### src/sv/wps_pkg.sv
// ---------------------------------------------------------------------------
// Waypoint position stepper package
// Shared types and constants for the controller, datapath and top level.
// ---------------------------------------------------------------------------
package wps_pkg;

   localparam int REQ_DATA_W = 104;
   localparam int RSP_DATA_W = 72;
   localparam int CSR_ADDR_W = 4;
   localparam int CSR_DATA_W = 32;
   localparam int SQRT_STEPS = 33;
   localparam int DIV_STEPS  = 64;

   typedef enum logic [1:0] {
      REQ_LOAD  = 2'd0,
      REQ_START = 2'd1,
      REQ_TICK  = 2'd2,
      REQ_NONE  = 2'd3
   } req_kind_type;

   typedef enum logic [1:0] {
      REG_NODE_COUNT = 2'd0,
      REG_THRESHOLD  = 2'd1,
      REG_SPEED      = 2'd2,
      REG_MOVING     = 2'd3
   } csr_reg_type;

   typedef enum logic [3:0] {
      ST_IDLE,
      ST_DECODE,
      ST_LOAD,
      ST_START,
      ST_DIFF,
      ST_SQX,
      ST_SQY,
      ST_THR,
      ST_CMP,
      ST_SQRT,
      ST_MULX,
      ST_MULY,
      ST_DIVLD,
      ST_DIV,
      ST_MOVE,
      ST_EMIT
   } ctrl_state_type;

   typedef enum logic [3:0] {
      OP_NONE,
      OP_CAPTURE,
      OP_WRITE,
      OP_START,
      OP_DIFF,
      OP_SQX,
      OP_SQY,
      OP_THR,
      OP_ARRIVE,
      OP_SQRT_LOAD,
      OP_SQRT_STEP,
      OP_MULX,
      OP_MULY,
      OP_DIV_LOAD,
      OP_DIV_STEP,
      OP_MOVE
   } dp_op_type;

   typedef struct packed {
      dp_op_type op;
      logic      emit;
   } dp_cmd_type;

   typedef struct packed {
      req_kind_type kind;
      logic         moving;
      logic         reached;
      logic         last;
      logic         root_zero;
      logic         out_free;
   } dp_status_type;

endpackage

### src/sv/wps_ctrl.sv
// ---------------------------------------------------------------------------
// Waypoint position stepper controller
// Sequences load, start and tick transactions through the datapath.
// ---------------------------------------------------------------------------
module wps_ctrl (
   input  logic                   clock,
   input  logic                   reset,
   input  logic                   req_tvalid,
   output logic                   req_tready,
   input  wps_pkg::dp_status_type sts,
   output wps_pkg::dp_cmd_type    cmd
);

   wps_pkg::ctrl_state_type state_ff, state_in;

   always_ff @(posedge clock) begin
      if (reset) begin
         state_ff <= wps_pkg::ST_IDLE;
      end else begin
         state_ff <= state_in;
      end
   end

   always_comb begin
      state_in   = state_ff;
      cmd.op     = wps_pkg::OP_NONE;
      cmd.emit   = 1'b0;
      req_tready = 1'b0;
      unique case (state_ff)
         wps_pkg::ST_IDLE: begin
            req_tready = 1'b1;
            if (req_tvalid) begin
               cmd.op   = wps_pkg::OP_CAPTURE;
               state_in = wps_pkg::ST_DECODE;
            end
         end
         wps_pkg::ST_DECODE: begin
            priority if (sts.kind == wps_pkg::REQ_LOAD) begin
               state_in = wps_pkg::ST_LOAD;
            end else if (sts.kind == wps_pkg::REQ_START) begin
               state_in = wps_pkg::ST_START;
            end else if (sts.kind == wps_pkg::REQ_TICK && sts.moving) begin
               state_in = wps_pkg::ST_DIFF;
            end else begin
               state_in = wps_pkg::ST_EMIT;
            end
         end
         wps_pkg::ST_LOAD: begin
            cmd.op   = wps_pkg::OP_WRITE;
            state_in = wps_pkg::ST_EMIT;
         end
         wps_pkg::ST_START: begin
            cmd.op   = wps_pkg::OP_START;
            state_in = wps_pkg::ST_EMIT;
         end
         wps_pkg::ST_DIFF: begin
            cmd.op   = wps_pkg::OP_DIFF;
            state_in = wps_pkg::ST_SQX;
         end
         wps_pkg::ST_SQX: begin
            cmd.op   = wps_pkg::OP_SQX;
            state_in = wps_pkg::ST_SQY;
         end
         wps_pkg::ST_SQY: begin
            cmd.op   = wps_pkg::OP_SQY;
            state_in = wps_pkg::ST_THR;
         end
         wps_pkg::ST_THR: begin
            cmd.op   = wps_pkg::OP_THR;
            state_in = wps_pkg::ST_CMP;
         end
         wps_pkg::ST_CMP: begin
            if (sts.reached) begin
               cmd.op   = wps_pkg::OP_ARRIVE;
               state_in = wps_pkg::ST_EMIT;
            end else begin
               cmd.op   = wps_pkg::OP_SQRT_LOAD;
               state_in = wps_pkg::ST_SQRT;
            end
         end
         wps_pkg::ST_SQRT: begin
            cmd.op = wps_pkg::OP_SQRT_STEP;
            if (sts.last) begin
               state_in = wps_pkg::ST_MULX;
            end
         end
         wps_pkg::ST_MULX: begin
            if (sts.root_zero) begin
               state_in = wps_pkg::ST_EMIT;
            end else begin
               cmd.op   = wps_pkg::OP_MULX;
               state_in = wps_pkg::ST_MULY;
            end
         end
         wps_pkg::ST_MULY: begin
            cmd.op   = wps_pkg::OP_MULY;
            state_in = wps_pkg::ST_DIVLD;
         end
         wps_pkg::ST_DIVLD: begin
            cmd.op   = wps_pkg::OP_DIV_LOAD;
            state_in = wps_pkg::ST_DIV;
         end
         wps_pkg::ST_DIV: begin
            cmd.op = wps_pkg::OP_DIV_STEP;
            if (sts.last) begin
               state_in = wps_pkg::ST_MOVE;
            end
         end
         wps_pkg::ST_MOVE: begin
            cmd.op   = wps_pkg::OP_MOVE;
            state_in = wps_pkg::ST_EMIT;
         end
         wps_pkg::ST_EMIT: begin
            if (sts.out_free) begin
               cmd.emit = 1'b1;
               state_in = wps_pkg::ST_IDLE;
            end
         end
         default: begin
            state_in = wps_pkg::ST_IDLE;
         end
      endcase
   end

`ifndef SYNTHESIS
   a_emit_free: assert property (@(posedge clock) disable iff (reset)
      cmd.emit |-> sts.out_free)
      else $error("result emitted while output register is occupied");
   a_capture_next: assert property (@(posedge clock) disable iff (reset)
      cmd.op == wps_pkg::OP_CAPTURE |=> state_ff == wps_pkg::ST_DECODE)
      else $error("captured transaction was not decoded");
   a_ready_idle: assert property (@(posedge clock) disable iff (reset)
      req_tready |-> state_ff == wps_pkg::ST_IDLE)
      else $error("request accepted outside the idle state");
`endif

endmodule

### config.mk
export PLATFORM = sky130hd
export DESIGN_NAME = wps_ctrl
export DESIGN_NICKNAME = d
export VERILOG_FILES = /design/src/sv/wps_pkg.sv /design/src/sv/wps_ctrl.sv
export SDC_FILE = /design/constraint.sdc
export NUM_CORES = 1
export LEC_CHECK = 0
export ABC_AREA = 1
export BUFFER_PORTS_ARGS = -buffer_cell sky130_fd_sc_hd__buf_2
export CAP_MARGIN = 0
export CORE_AREA = 3 3 40 42
export CTS_CLUSTER_SIZE = 28
export DETAILED_ROUTE_END_ITERATION = 8
export DIE_AREA = 0 0 43 45
export GPL_ROUTABILITY_DRIVEN = 0
export HOLD_SLACK_MARGIN = 0.06
export RECOVER_POWER = 50
export REMOVE_ABC_BUFFERS = 1
export SKIP_CTS_REPAIR_TIMING = 1
export SYNTH_ARGS = -nofsm -noshare
export SYNTH_HDL_FRONTEND = slang
export SYNTH_SLANG_ARGS = --single-unit
export TNS_END_PERCENT = 20
### constraint.sdc
create_clock -name clock -period 1.51 [get_ports clock]
set_clock_uncertainty 0.2 [all_clocks]
set_input_delay 0.0755 -clock clock [delete_from_list [all_inputs] [get_ports clock]]
set_output_delay 0.0755 -clock clock [all_outputs]
set_load 0.01 [all_outputs]
==> reports/qor.csv <==
metric,value,unit
outcome,"finished, violations left",
violations,negative setup slack,
final_common_cell,buf_2,
die_h,45,um
grt_overflow,0,
ys_seq_area_frac,0.167,
rows,13,
grt_pass1_wl,2.09,mm
initialDrtViolationCount,9,
synth_fa_ha_area_frac,0,
crit_required,1230,ps
core,1280,um^2
slew-limit-headroom,0.838,
clk_pin_slew_worst_paths,30,ps
p_leak,0.353,nW
antenna_found_initial,0,
synth_compound_area_frac,0.144,
num_io_pins,16,
largest_register,state_ff,
drtPass1Iterations,4,
setup_ws,-63.2,ps
rsz0062_at_grt,yes,
fin_crit_sh,1.04,
critPathLaunchType,register,
hpwlAfterDp,1.03,mm
grt_max_degree,8,
whs_path_depth,6,
top_regs,state_ff: 4 flops,
layout_common_cells,"14 x buf_2, 13 x nand2_1, 10 x inv_1, 10 x nand3_1",
critPathMaxFanout,5,
clk_latency,230,ps
die_w,43,um
worstSetupPathType,register to output port,
clockRootBuffer,clkbuf_4,
setup_violations,3,
cts_tree,done,
viasPerCell,4.87,
hold_viol_final,0,
ys_types,18,
wl_met2,631,um
h-tree-depth,1,
cts.path.max_buffers,2,
synthXorXnorAreaFrac,0.0183,
initial_core_util,0.373,
synthMuxAreaShare,0,
n_fill_cell,149,
synth-simple-area-share,0.491,
ir_drop,0.862,mV
numPortBuffers,15,
cts_inserted_buffers,3,
nets,117,
n_antenna_cell,0,
design_area,649,um^2
wl_per_cell,10.7,um
route.detailed.drc,0,
power_density,1740,nW/um^2
hold_ws,68.2,ps
grt_pass1_vias,534,
synth_cells,84,
period_minus_slack,1570,ps
max_clock_freq,636,MHz
r2r_cells,6,
yosys_warnings,0,
placed_area,558,um^2
ant_nets,0,
worst_pin_slew,241,ps
drv_slew,0,
routed-wl-met3,57,um
mappedNetlistArea,479,um^2
wirelength,1.29,mm
cap_violations,0,
vias,584,
top_layer_used,met4,
largest_reg_flops,4,
synth_top_family_by_area,simple AND/OR/NAND/NOR gates,
clock-sinks,4,
cp.arrival,1300,ps
design.die.area,1940,um^2
met1Wirelength,579,um
grt.total_usage,0.142,
drive_gt1_frac,0.438,
area.growth.synth_to_final,35.5,%
avgSynthCellArea,5.70,um^2
cp-end-kind,output port,
hp-class,input port to register,
ys_ff_latch,4,
fin_tns_setup,-115,ps
[final cells by class]
class                   count  area, um^2  share of cell area
inverters                  17        63.8              0.0983
repair buffers             20         119               0.183
clock buffers               3        22.5              0.0347
well taps                  15        18.8              0.0289
flip-flops and latches      4        90.1               0.139
multi-input cells          61         335               0.516
[cells in the mapped netlist]
master | count | area (um^2)
nand2_1 | 15 | 56.3
inv_1 | 11 | 41.3
nand3_1 | 10 | 50.1
nor2_1 | 8 | 30.0
inv_2 | 6 | 22.5
a21oi_1 | 5 | 25.0
nand2_2 | 5 | 31.3
dfxtp_1 | 4 | 80.1
o21ai_0 | 4 | 20.0
nor2_2 | 3 | 18.8
o21ai_1 | 3 | 15.0
buf_6 | 2 | 22.5
nand3_2 | 2 | 20.0
nor3_1 | 2 | 10.0
nand3b_1 | 1 | 7.51
nor2_4 | 1 | 11.3
o2111ai_1 | 1 | 8.76
xor2_1 | 1 | 8.76
[critical path, stage by stage (launching register included)]
cell and delay [ps]:
dfxtp_2 340, buf_4 140, nor2_1 60, o21ai_0 220
o2111ai_2 140, buf_2 160
[layer usage]
metal	vias to the layer above	global-route usage
met5	-	0
met4	0	0.0723
met3	2	0.0319
met2	14	0.231
met1	259	0.176
li1	309	-
[final timing paths]
| path | to | slack, ps | start |
|---|---|---|---|
| worst min register to register | state_ff[2]$_SDFFE_PP0P_ | 340 | state_ff[2]$_SDFFE_PP0P_ |
| worst min-delay path | state_ff[3]$_SDFFE_PP0P_ | 70 | sts[2] |
| worst max register to register | state_ff[3]$_SDFFE_PP0P_ | 100 | state_ff[3]$_SDFFE_PP0P_ |
| worst max-delay path | cmd[1] | -60 | state_ff[3]$_SDFFE_PP0P_ |
[report_power, final]
part / total, mW / leakage [nW] / switching, mW / internal [mW]
Sequential: 0.250 / 0.0350 / 0.0853 / 0.165
Clock: 0.126 / 0.0138 / 0.0378 / 0.0884
Combinational: 0.750 / 0.304 / 0.450 / 0.300
Total: 1.13 / 0.353 / 0.573 / 0.554
[per-stage QoR]
step	cells	power, mW	setup WS (ps)	utilization
final	120	1.13	-63.2	0.505
after global placement	113	0.934	8.41	0.434
after CTS	116	1.06	-213	0.452
after global routing	120	1.26	-202	0.505
after detailed placement	113	0.924	37.9	0.434
after floorplan	82	0.727	112	-
[cells by family after synthesis]
kind of cell              count (synthesis)
buffers and inverters                    19
xor gates and xnor gates                  1
DFF                                       4
AOI/OAI and AO/OA                        13
and+or+nand+nor                          47
No activity file was read; power rests on OpenSTA's default activity.
